`config.mk`:
```
export PLATFORM = sky130hd
export DESIGN_NAME = message_rendezvous_unit
export DESIGN_NICKNAME = d
export VERILOG_FILES = /design/src/rtl/core/mru_pkg.sv /design/src/rtl/core/mru_store.sv /design/src/rtl/core/mru_ctrl.sv /design/src/rtl/core/message_rendezvous_unit.sv
export SDC_FILE = /design/constraint.sdc
export NUM_CORES = 2
export LEC_CHECK = 0
export BUFFER_PORTS_ARGS = -buffer_cell sky130_fd_sc_hd__clkbuf_2
export CAP_MARGIN = 20
export CORE_MARGIN = 1
export CORE_UTILIZATION = 45
export DETAILED_ROUTE_END_ITERATION = 8
export HOLD_SLACK_MARGIN = 0.02
export PLACE_DENSITY = 0.69
export SYNTH_ARGS = -nofsm -noshare
export SYNTH_HDL_FRONTEND = slang
export SYNTH_SLANG_ARGS = --single-unit
export TNS_END_PERCENT = 20
```
`constraint.sdc`:
```
create_clock -name clk -period 6.9 [get_ports clk]
set_input_delay 1.38 -clock clk [delete_from_list [all_inputs] [get_ports clk]]
set_output_delay 1.38 -clock clk [all_outputs]
set_load 0.02 [all_outputs]
```
`src/rtl/core/mru_pkg.sv`:
```
// Shared types, codes and constants of the message rendezvous unit.
package mru_pkg;

	localparam int NPROC_DEF = 16;
	localparam int AW        = 6;

	localparam logic [4:0] PEER_ANY  = 5'd16;
	localparam logic [4:0] PEER_INT  = 5'd17;
	localparam logic [4:0] NONE_MARK = 5'd31;

	localparam logic [1:0] MODE_SEND = 2'd0;
	localparam logic [1:0] MODE_RECV = 2'd1;
	localparam logic [1:0] MODE_IRQ  = 2'd2;

	localparam logic [1:0] PM_IDLE = 2'd0;
	localparam logic [1:0] PM_SEND = 2'd1;
	localparam logic [1:0] PM_RECV = 2'd2;

	localparam logic [2:0] OC_BLOCKED   = 3'd0;
	localparam logic [2:0] OC_DELIVERED = 3'd1;
	localparam logic [2:0] OC_NOTICE    = 3'd2;
	localparam logic [2:0] OC_RECORDED  = 3'd3;
	localparam logic [2:0] OC_REJECTED  = 3'd4;

	typedef struct packed {
		logic [1:0]  mode;
		logic [3:0]  caller;
		logic [4:0]  peer;
		logic [31:0] msg_ref;
	} req_t;

	typedef struct packed {
		logic [2:0]  outcome;
		logic [31:0] copy_dst_ref;
		logic [31:0] copy_src_ref;
		logic [4:0]  msg_source;
		logic        woken_valid;
		logic [3:0]  woken_pid;
	} rsp_t;

	typedef struct packed {
		logic [1:0]  mode;
		logic [3:0]  target;
		logic [4:0]  wsrc;
		logic [31:0] ref_h;
		logic [4:0]  head;
		logic [4:0]  link;
		logic        intp;
	} rec_t;

	typedef struct packed {
		logic [AW-1:0] raddr;
		logic          we;
		logic [AW-1:0] waddr;
		rec_t          wdata;
	} cmd_t;

	localparam rec_t REC_RESET = '{mode: PM_IDLE, target: 4'd0, wsrc: NONE_MARK,
		ref_h: 32'd0, head: NONE_MARK, link: NONE_MARK, intp: 1'b0};

	localparam rsp_t RSP_REJECT = '{outcome: OC_REJECTED, copy_dst_ref: 32'd0,
		copy_src_ref: 32'd0, msg_source: 5'd0, woken_valid: 1'b0, woken_pid: 4'd0};

	localparam rsp_t RSP_BLOCKED = '{outcome: OC_BLOCKED, copy_dst_ref: 32'd0,
		copy_src_ref: 32'd0, msg_source: 5'd0, woken_valid: 1'b0, woken_pid: 4'd0};

	function automatic rec_t clear_rec(input rec_t r);
		rec_t o;
		o        = r;
		o.mode   = PM_IDLE;
		o.target = 4'd0;
		o.wsrc   = NONE_MARK;
		o.ref_h  = 32'd0;
		return o;
	endfunction

endpackage

```
`src/rtl/core/mru_store.sv`:
```
// Per-process rendezvous state: one write port, one registered read port.
module mru_store #(
	parameter int NPROC = mru_pkg::NPROC_DEF
) (
	input  logic          clk,
	input  logic          arst_n,
	input  mru_pkg::cmd_t cmd,
	output mru_pkg::rec_t rd
);
	import mru_pkg::*;

	localparam int IW = (NPROC > 1) ? $clog2(NPROC) : 1;

	rec_t mem_q [NPROC];
	rec_t rd_q;

	always_ff @(posedge clk or negedge arst_n) begin
		if (!arst_n) begin
			for (int i = 0; i < NPROC; i++) begin
				mem_q[i] <= REC_RESET;
			end
			rd_q <= REC_RESET;
		end else begin
			if (cmd.we) begin
				mem_q[cmd.waddr[IW-1:0]] <= cmd.wdata;
			end
			rd_q <= mem_q[cmd.raddr[IW-1:0]];
		end
	end

	assign rd = rd_q;

endmodule

```
`src/rtl/core/mru_ctrl.sv`:
```
// Request sequencer: decodes a request, walks sender lists, builds the result.
module mru_ctrl #(
	parameter int NPROC = mru_pkg::NPROC_DEF
) (
	input  logic          clk,
	input  logic          arst_n,
	input  logic          req_valid,
	output logic          req_ready,
	input  mru_pkg::req_t req,
	output logic          rsp_valid,
	input  logic          rsp_ready,
	output mru_pkg::rsp_t rsp,
	output mru_pkg::cmd_t cmd,
	input  mru_pkg::rec_t rd
);
	import mru_pkg::*;

	typedef enum logic [3:0] {
		S_IDLE, S_RC, S_RP, S_WALK, S_HEAD, S_RF, S_UH, S_UW, S_FIN
	} state_t;

	state_t     st_q, st_n;
	req_t       r_q, r_n;
	rec_t       c_q, c_n, p_q, p_n, w;
	logic [4:0] cur_q, cur_n, from_q, from_n, flink_q, flink_n;
	logic       any_q, any_n, vld_q, vld_n;
	rsp_t       pend_q, pend_n, rsp_q, rsp_n;
	logic [4:0] cid;

	assign cid       = {1'b0, r_q.caller};
	assign req_ready = (st_q == S_IDLE);
	assign rsp_valid = vld_q;
	assign rsp       = rsp_q;

	always_comb begin
		st_n    = st_q;
		r_n     = r_q;
		c_n     = c_q;
		p_n     = p_q;
		cur_n   = cur_q;
		from_n  = from_q;
		flink_n = flink_q;
		any_n   = any_q;
		pend_n  = pend_q;
		rsp_n   = rsp_q;
		vld_n   = vld_q;
		w       = rd;
		cmd     = '{raddr: '0, we: 1'b0, waddr: '0, wdata: rd};
		if (vld_q && rsp_ready) begin
			vld_n = 1'b0;
		end
		case (st_q)
			S_IDLE: begin
				if (req_valid) begin
					r_n = req;
					if (32'(req.caller) >= NPROC || req.mode == 2'd3) begin
						pend_n = RSP_REJECT;
						st_n   = S_FIN;
					end else begin
						cmd.raddr = AW'(req.caller);
						st_n      = S_RC;
					end
				end
			end
			S_RC: begin
				c_n    = rd;
				pend_n = RSP_REJECT;
				st_n   = S_FIN;
				cmd.waddr = AW'(r_q.caller);
				if (r_q.mode == MODE_IRQ) begin
					cmd.we = 1'b1;
					if (rd.mode == PM_RECV && (rd.wsrc == PEER_ANY || rd.wsrc == PEER_INT)) begin
						w      = clear_rec(rd);
						w.intp = 1'b0;
						pend_n = '{outcome: OC_NOTICE, copy_dst_ref: rd.ref_h, copy_src_ref: 32'd0,
							msg_source: PEER_INT, woken_valid: 1'b1, woken_pid: r_q.caller};
					end else begin
						w.intp = 1'b1;
						pend_n = RSP_BLOCKED;
						pend_n.outcome = OC_RECORDED;
					end
					cmd.wdata = w;
				end else if (rd.mode != PM_IDLE || r_q.peer == cid) begin
					pend_n = RSP_REJECT;
				end else if (r_q.mode == MODE_SEND) begin
					if (!(32'(r_q.peer) >= NPROC || r_q.peer == PEER_ANY
							|| r_q.peer == PEER_INT)) begin
						cmd.raddr = AW'(r_q.peer);
						st_n      = S_RP;
					end
				end else if (32'(r_q.peer) >= NPROC && r_q.peer != PEER_ANY
						&& r_q.peer != PEER_INT) begin
					pend_n = RSP_REJECT;
				end else if (rd.intp && (r_q.peer == PEER_ANY || r_q.peer == PEER_INT)) begin
					w.intp    = 1'b0;
					cmd.we    = 1'b1;
					cmd.wdata = w;
					pend_n = '{outcome: OC_NOTICE, copy_dst_ref: r_q.msg_ref, copy_src_ref: 32'd0,
						msg_source: PEER_INT, woken_valid: 1'b0, woken_pid: 4'd0};
				end else if (r_q.peer == PEER_ANY && 32'(rd.head) < NPROC) begin
					from_n    = rd.head;
					any_n     = 1'b1;
					cmd.raddr = AW'(rd.head);
					st_n      = S_RF;
				end else if (r_q.peer != PEER_ANY && r_q.peer != PEER_INT) begin
					from_n    = r_q.peer;
					any_n     = 1'b0;
					cmd.raddr = AW'(r_q.peer);
					st_n      = S_RF;
				end else begin
					w.mode    = PM_RECV;
					w.wsrc    = r_q.peer;
					w.ref_h   = r_q.msg_ref;
					cmd.we    = 1'b1;
					cmd.wdata = w;
					pend_n    = RSP_BLOCKED;
				end
			end
			S_RP: begin
				p_n    = rd;
				cmd.we = 1'b1;
				if (rd.mode == PM_RECV && (rd.wsrc == cid || rd.wsrc == PEER_ANY)) begin
					cmd.waddr = AW'(r_q.peer);
					cmd.wdata = clear_rec(rd);
					pend_n = '{outcome: OC_DELIVERED, copy_dst_ref: rd.ref_h,
						copy_src_ref: r_q.msg_ref, msg_source: cid, woken_valid: 1'b1,
						woken_pid: r_q.peer[3:0]};
					st_n = S_FIN;
				end else begin
					w         = c_q;
					w.mode    = PM_SEND;
					w.target  = r_q.peer[3:0];
					w.ref_h   = r_q.msg_ref;
					w.link    = NONE_MARK;
					cmd.waddr = AW'(r_q.caller);
					cmd.wdata = w;
					pend_n    = RSP_BLOCKED;
					if (32'(rd.head) >= NPROC) begin
						st_n = S_HEAD;
					end else begin
						cmd.raddr = AW'(rd.head);
						cur_n     = rd.head;
						st_n      = S_WALK;
					end
				end
			end
			S_HEAD: begin
				w         = p_q;
				w.head    = cid;
				cmd.we    = 1'b1;
				cmd.waddr = AW'(r_q.peer);
				cmd.wdata = w;
				st_n      = S_FIN;
			end
			S_WALK: begin
				if (32'(rd.link) >= NPROC) begin
					w.link    = cid;
					cmd.we    = 1'b1;
					cmd.waddr = AW'(cur_q);
					cmd.wdata = w;
					st_n      = S_FIN;
				end else begin
					cmd.raddr = AW'(rd.link);
					cur_n     = rd.link;
				end
			end
			S_RF: begin
				cmd.we = 1'b1;
				st_n   = S_FIN;
				if (any_q || (rd.mode == PM_SEND && rd.target == r_q.caller)) begin
					w         = clear_rec(rd);
					w.link    = NONE_MARK;
					cmd.waddr = AW'(from_q);
					cmd.wdata = w;
					flink_n   = rd.link;
					pend_n = '{outcome: OC_DELIVERED, copy_dst_ref: r_q.msg_ref,
						copy_src_ref: rd.ref_h, msg_source: from_q, woken_valid: 1'b1,
						woken_pid: from_q[3:0]};
					if (c_q.head == from_q) begin
						st_n = S_UH;
					end else if (32'(c_q.head) < NPROC) begin
						cmd.raddr = AW'(c_q.head);
						cur_n     = c_q.head;
						st_n      = S_UW;
					end
				end else begin
					w         = c_q;
					w.mode    = PM_RECV;
					w.wsrc    = r_q.peer;
					w.ref_h   = r_q.msg_ref;
					cmd.waddr = AW'(r_q.caller);
					cmd.wdata = w;
					pend_n    = RSP_BLOCKED;
				end
			end
			S_UH: begin
				w         = c_q;
				w.head    = flink_q;
				cmd.we    = 1'b1;
				cmd.waddr = AW'(r_q.caller);
				cmd.wdata = w;
				st_n      = S_FIN;
			end
			S_UW: begin
				if (rd.link == from_q) begin
					w.link    = flink_q;
					cmd.we    = 1'b1;
					cmd.waddr = AW'(cur_q);
					cmd.wdata = w;
					st_n      = S_FIN;
				end else if (32'(rd.link) >= NPROC) begin
					st_n = S_FIN;
				end else begin
					cmd.raddr = AW'(rd.link);
					cur_n     = rd.link;
				end
			end
			S_FIN: begin
				if (!vld_q || rsp_ready) begin
					rsp_n = pend_q;
					vld_n = 1'b1;
					st_n  = S_IDLE;
				end
			end
			default: st_n = S_IDLE;
		endcase
	end

	always_ff @(posedge clk or negedge arst_n) begin
		if (!arst_n) begin
			st_q  <= S_IDLE;
			vld_q <= 1'b0;
			any_q <= 1'b0;
		end else begin
			st_q    <= st_n;
			vld_q   <= vld_n;
			any_q   <= any_n;
			r_q     <= r_n;
			c_q     <= c_n;
			p_q     <= p_n;
			cur_q   <= cur_n;
			from_q  <= from_n;
			flink_q <= flink_n;
			pend_q  <= pend_n;
			rsp_q   <= rsp_n;
		end
	end

endmodule

```
`src/rtl/core/message_rendezvous_unit.sv`:
```
// Top level of the message rendezvous unit.
// One request is worked at a time; each gives exactly one result. A send
// that joins a non-empty wait list, or a receive that unlinks a named sender
// from behind the head of its list, walks that list one sender at a time.
// All per-process state sits behind a store with one write port and one
// registered read port. A finished result waits in the output register
// while the next request is taken; the last cycle of a request stalls while
// that register still holds an untaken result.
module message_rendezvous_unit #(
	parameter int NPROC = mru_pkg::NPROC_DEF
) (
	input  logic          clk,
	input  logic          arst_n,
	input  logic          req_valid,
	output logic          req_ready,
	input  mru_pkg::req_t req,
	output logic          rsp_valid,
	input  logic          rsp_ready,
	output mru_pkg::rsp_t rsp
);
	import mru_pkg::*;

	cmd_t cmd;
	rec_t rd;

	mru_ctrl #(.NPROC(NPROC)) u_ctrl (
		.clk       (clk),
		.arst_n    (arst_n),
		.req_valid (req_valid),
		.req_ready (req_ready),
		.req       (req),
		.rsp_valid (rsp_valid),
		.rsp_ready (rsp_ready),
		.rsp       (rsp),
		.cmd       (cmd),
		.rd        (rd)
	);

	mru_store #(.NPROC(NPROC)) u_store (
		.clk    (clk),
		.arst_n (arst_n),
		.cmd    (cmd),
		.rd     (rd)
	);

`ifndef SYNTH
	a_outcome_range: assert property (@(posedge clk) disable iff (!arst_n)
		rsp_valid |-> rsp.outcome <= OC_REJECTED)
		else $error("outcome code out of range");

	a_wake_kind: assert property (@(posedge clk) disable iff (!arst_n)
		(rsp_valid && rsp.woken_valid) |->
		(rsp.outcome == OC_DELIVERED || rsp.outcome == OC_NOTICE))
		else $error("wakeup without a delivery");

	a_busy_after_take: assert property (@(posedge clk) disable iff (!arst_n)
		(req_valid && req_ready) |=> !req_ready)
		else $error("request taken while busy");
`endif

endmodule
```
# [Yosys cells after proc, flatten, opt, wreduce, memory -nomap -nowiden]
# Cells that the tools add are included.
[word_totals] out_inout_bits=79 input_bits=47 ff_bits=1239
[classes] n_lt_le_gt_ge=8 mux=90 eq_ne=32 bitwise_logic=7 n_reduce_logical=36
[ops] op="bitwise mux 864 bit" n=1
[ops] op="two-way mux 77 bit" n=9
[ops] op="two-way mux 54 bit" n=10
[ops] op="one-hot mux 61 bit (7 select lines)" n=1
[ops] op="one-hot mux 77 bit (4 select lines)" n=1
[ops] op="two-way mux 75 bit" n=3
[ops] op="binary-select mux 54 bit (select 4 bit)" n=1
[ops] op="demux 54 bit (select 4 bit)" n=1
[ops] op="two-way mux 4 bit" n=32
[ops] op="two-way mux 61 bit" n=2
[ops] op="two-way mux 59 bit" n=2
[ops] op="two-way mux 5 bit" n=11
[ops] op="two-way mux 53 bit" n=1
[ops] op="one-hot mux 4 bit (8 select lines)" n=1
[ops] op=">= comparator 5 bit, second input constant" n=5
[ops] op="one-hot mux 4 bit (6 select lines)" n=1
[ops] op="equality test 5 bit, second input constant" n=4
[ops] op="one-hot mux 5 bit (4 select lines)" n=1
[ops] op="equality test 4 x 3 -> 1 bit, second input constant" n=4
[ops] op="AND reduction 8 bit" n=2
[ops] op="two-way mux 1 bit" n=11
[ops] op="equality test 5 x 4 -> 1 bit" n=2
[ops] op="equality test 5 bit" n=2
[ops] op="logical AND 1 bit" n=10
[ops] op="other kinds (25)" n=55

# [Logic depth before layout (Yosys ltp)]
[depth] depth_word=16 depth_mapped=15

# [Modules after synthesis]
# From an unflattened synthesis, not the netlist that was laid out.
[unflattened] cells_unflattened=3322 hier_area_um2=53913.0
[by_module_without_submodules] mod="mru_store" cells_each=2400 area_each_um2=40421.3 seq_area_each_um2=23291.1 n_inst=1
[by_module_without_submodules] mod="mru_ctrl" cells_each=922 area_each_um2=13491.7 seq_area_each_um2=9609.2 n_inst=1

# [Worst setup path after synthesis]
# No wires, ideal clock.
[synth_timing] kind="input-to-reg" start="in req[41] in the netlist's numbering" end="reg u_ctrl.pend_q[0] in the netlist's numbering (enable)" setup_slack_ns=1.558 cell_stages=4 arrival_ns=4.829 setup_time_ns=0.513 path_buffers=0 path_cell_list="a21oi_1 > nor2_1 > o211ai_1 > nor2_1"
[synth_between] elab_chain_cells=3
[synth_rtl] item="start, declared" line_no="message_rendezvous_unit.sv:16" source="input mru_pkg::req_t req,"
[synth_rtl] item="equality test 2 bit" line_no="mru_ctrl.sv:56" source="if (32'(req.caller) >= NPROC || req.mode == 2'd3) begin"
[synth_rtl] item="inequality test 2 x 1 -> 1 bit (no line)"
[synth_rtl] item="AND reduction 4 bit (no line)"
[synth_rtl] item="end signal, assigned" line_no="mru_ctrl.sv:244" source="pend_q <= pend_n;"
[synth_rtl] item="end, declared" line_no="mru_ctrl.sv:27" source="rsp_t pend_q, pend_n, rsp_q, rsp_n;"
# No other way between the ends.
# A chain may end at the register's enable or synchronous reset.

# [Final worst setup path]
[layout_timing] start="reg u_ctrl.st_q[1]" end="reg u_store.mem_q[741] in the netlist's numbering"
[layout_between] elab_chain_cells=8 word_cells_on_any_way=15 classes_between="order compare: 2; eq/ne: 7; mux: 4; bitwise: 1; reduce/logical: 1"
[layout_rtl] item="start, declared" line_no="mru_ctrl.sv:22" source="state_t st_q, st_n;"
[layout_rtl] item="start signal, assigned" line_no="mru_ctrl.sv:235" source="st_q <= st_n;"
[layout_rtl] item="equality test 4 x 3 -> 1 bit (tied with other cells)" line_no="mru_ctrl.sv:52" source="case (st_q)"
[layout_rtl] item="one-hot mux 61 bit (7 select lines) *" line_no="mru_ctrl.sv:52"
[layout_rtl] item="inverter 4 -> 5 bit (implied by the code)" line_no="mru_store.sv:25" source="mem_q[cmd.waddr[IW-1:0]] <= cmd.wdata;"
[layout_rtl] item=">= comparator 5 bit (implied by the code) / < comparator 5 x 1 -> 1 bit (equally long branches)" line_no="mru_store.sv:25"
[layout_rtl] item="logical AND 1 bit (implied by the code)" line_no="mru_store.sv:25"
[layout_rtl] item="two-way mux 54 bit (implied by the code)" line_no="mru_store.sv:25"
[layout_rtl] item="demux 54 bit (select 4 bit)" line_no="mru_store.sv:25"
[layout_rtl] item="bitwise mux 864 bit" line_no="mru_store.sv:25"
[layout_rtl] item="end signal, assigned by index" line_no="mru_store.sv:25"
[layout_rtl] item="end, declared" line_no="mru_store.sv:14" source="rec_t mem_q [NPROC];"
# Mark *: on every way between the ends. The rest lies on a longest branch, timed or not.

==> summary.md <==
| Metric | Value |
|---|---|
| CP Launch Type | flip-flop |
| Commonest register cell after synthesis | dfrtp_1 |
| Ys Warns | 0 |
| Hold Vio Cnt, Final | 0 |
| Final ANT Viol Nets | 0 |
| WHS Endpoint | u_ctrl.rsp[9] |
| Cells after DPL | 5498 |
| Hold_buf cts | 0 |
| Crit path max-delay family | simple AND/OR/NAND/NOR gates |
| Die W | 352 microns |
| Drt via density | 6.03 |
| Yosys cell types | 78 |
| GPL Wtd Cong | 0.910 |
| Initial antenna violation count | 0 |
| TNS Setup | 0 ps |
| Commonest non-fill, non-tap cells in the layout | mux2_2, dfrtp_1, nand2_1 |
| Via count | 34534 |
| Max cap viols | 0 |
| Hold Path Depth | 0 |
| Clk_skew | 39.8 ps |
| Crit path max fanout | 34 |
| Layout cell share with drive strength beyond 1 | 37.1% |
| PD cells | 367 nW/um^2 |
| Setup-failing EPs final | 0 |
| Clk Latency, worst-skew pair | 720 ps |
| Most common cell after layout, fill and taps aside | mux2_2 |
| CTS tree | built |
| Clk buf depth | 3 |
| Largest net degree at the start of global routing | 171 |
| DRT Pass-1 Iters | 7 |
| 1st-iter DRT viols | 3327 |
| Routed length per instance | 25.2 microns |
| Critical path, cell by cell | nor2b_1, nand2_1, o21ai_2, or3_1, a21o_1, or4_4, buf_4, mux2_4 |
| Worst endpoint data arrival time | 5920 ps |
| Reg-to-reg setup timing slack | 1560 ps |
| Post-CTS Setup Inserts | 0 |
| CP max stage cell | or4_4 |
| P&R area growth vs syn | 11.4% |
| Avg Cell Area, Syn | 13.7 sq um |
| Multi-input gate area | 20500 sq um |
| Hold crit path type | flip-flop to flip-flop |
| Fmax | 187 MHz |
| Reg2reg start | u_ctrl.st_q[1] |
| Seq/Total Area, Yosys | 59.7% |
| Final Max Slew Viols | 0 |
| Number of global-route vias before repair | 34724 |
| Clock input transition at the sequential cells of the worst setup and hold paths | 60 ps |
| Gr usage total | 23.3% |
| Max_slew headroom | 22.8% |
| Fin crit share | 77.4% |
| Post-synth net total | 4068 |
| Reg2reg path depth | 8 |
| Total grt overflow | 0 |
| Post-synth EDFFs | 314 |
| Root Buffer | clkbuf_16 |
| H-Tree Depth | 3 |
| Final nets | 4056 |
| Crit. End Element | flip-flop |
| Peak supply drop | 0.000224 V |
| Final wirelength | 145 mm |
| Leakage | 25.8 nW |
| Initial Util | 45.7% |
| Synth async-reset ratio | 74.6% |
| Hold_sp | u_ctrl.pend_q[9] |
| Crit path buffers/inverters | 1 |
| Required @ worst endpoint | 7480 ps |
| First-pass GRT wire length | 219 mm |
| CTS resizes | 0 |
| Max stage delay on crit path | 860 ps |
| PortBufs | 125 |
| Fin cells | 5729 |
| Std cell rows | 127 |
| RSZ-0062 raised after global routing | no |
| DRC violations left | 0 |
| # IOs | 126 |
| Syn Inst Count | 4021 |
| Hpwl dp | 85.0 mm |
| Die ar. | 124000 sq um |
| Register bit count reported by yosys | 1238 |
| Filler instances | 10044 |
| Total CTS buffers | 119 |
| Register area | 32900 sq um |
| Status | finished, final reports clean |
| Crit path kind | flip-flop to flip-flop |
| Die height | 352 microns |
| Clock tree sinks | 1238 |
| Slew @ Worst Pin | 1160 ps |
| Min Tclk post-route | 5340 ps |
| Total core area | 121000 sq um |
| R2r endpoint | u_store.mem_q[741] |
| Post-Syn Area | 55100 sq um |
[synth_stat cells, types with 5 or more instances]
| cell | count | area, sq um |
|---|---|---|
| a211oi_1 | 94 | 706 |
| a21o_1 | 9 | 67.6 |
| a21oi_1 | 53 | 265 |
| a221oi_1 | 24 | 210 |
| a222oi_1 | 46 | 460 |
| a22o_1 | 68 | 596 |
| a22oi_1 | 80 | 601 |
| a311oi_1 | 54 | 473 |
| a31oi_1 | 97 | 607 |
| a32oi_1 | 23 | 201 |
| and2_1 | 6 | 37.5 |
| and3_1 | 12 | 75.1 |
| buf_1 | 14 | 52.6 |
| buf_2 | 85 | 425 |
| buf_6 | 8 | 90.1 |
| clkbuf_1 | 239 | 897 |
| dfrtp_1 | 669 | 16700 |
| dfstp_2 | 255 | 6700 |
| edfxtp_1 | 314 | 9430 |
| inv_1 | 102 | 383 |
| mux2_1 | 38 | 428 |
| mux2_2 | 777 | 8750 |
| mux2_4 | 50 | 751 |
| mux2i_1 | 229 | 2290 |
| nand2_1 | 338 | 1270 |
| nand2b_1 | 7 | 43.8 |
| nand3_1 | 33 | 165 |
| nand4_1 | 11 | 68.8 |
| nor2_1 | 35 | 131 |
| nor3_1 | 17 | 85.1 |
| nor4_1 | 5 | 31.3 |
| nor4_4 | 5 | 106 |
| o211a_1 | 37 | 370 |
| o211ai_1 | 6 | 45.0 |
| o21ai_0 | 31 | 155 |
| o221ai_1 | 35 | 307 |
| o311a_1 | 20 | 200 |
| xnor2_1 | 13 | 114 |
| xor2_1 | 8 | 70.1 |
[registers in the layout (all words and copies together), names as in the netlist]
signal / count
u_store.mem_q: 864
u_ctrl.pend_q: 77
u_ctrl.rsp: 77
u_ctrl.c_q: 54
u_store.rd: 54
u_ctrl.p_q: 49
u_ctrl.r_q: 39
u_ctrl.flink_q: 5
u_ctrl.from_q: 5
u_ctrl.cid: 4
u_ctrl.cur_q: 4
u_ctrl.st_q: 4
u_ctrl.any_q: 1
u_ctrl.rsp_valid: 1
[power breakdown]
part	switching (W)	internal (W)	leakage, nW	total, W
Combinational	0.00359	0.00207	9.04	0.00566
Sequential	0.00101	0.00909	14.7	0.0101
Clock	0.00284	0.00388	1.98	0.00672
[final cells by class]
class / count / area share (%)
sequential: 1238 / 53.6
tap: 1612 / 3.29
timing repair buffer: 215 / 2.42
clock buffer: 171 / 5.47
inverter: 102 / 0.624
clock inverter: 57 / 1.15
antenna: 1 / 0.00408
multi-input combinational: 2333 / 33.5
[cells by family after synthesis]
logic type	count (synthesis)	synth area share (%)
DFF	1238	59.7
muxes	1094	22.2
AOI/OAI and AO/OA	721	10.3
and+or+nand+nor	497	4.08
buffers and inverters	450	3.38
xor gates and xnor gates	21	0.334
[layer usage]
metal | up-vias | wire length [microns] | global-route usage, %
met2 | 1293 | 67100 | 37.1
met5 | - | 0 | 0
met4 | 0 | 4010 | 7.07
met1 | 17908 | 64000 | 33.2
met3 | 292 | 9410 | 3.19
li1 | 15041 | - | -
[worst max-delay path by stage]
stage                         endpoint  cells after the start            from  slack (ps)
floorplan             u_ctrl.pend_q[0]                      4         req[41]        1560
global placement    u_store.mem_q[714]                      8  u_ctrl.st_q[1]        1760
CTS                 u_store.mem_q[741]                      8  u_ctrl.st_q[1]        1640
finish              u_store.mem_q[741]                      8  u_ctrl.st_q[1]        1560
detailed placement  u_store.mem_q[735]                      8  u_ctrl.st_q[1]        1620
global route        u_store.mem_q[789]                      9  u_ctrl.st_q[0]        1360
[per-stage QoR]
step	power (W)	hold slack [ps]	util [%]	worst slack, ps	instance area (sq um)
final	0.0225	409	50.9	1560	61300
after global routing	0.0234	422	50.9	1360	61300
after CTS	0.0225	413	50.8	1640	61300
after detailed placement	0.0158	405	47.5	1620	57200
after global placement	0.0157	400	47.5	1760	57200
after floorplan	0.0137	400	-	1560	55100
[worst reg2reg max path, cell delays in order, from the launching register on]
cell and delay [ps]:
dfrtp_1 800, nor2b_1 550, nand2_1 400, o21ai_2 820, or3_1 370, a21o_1 430
or4_4 860, buf_4 640, mux2_4 350
No activity file was read; power rests on OpenSTA's default activity.
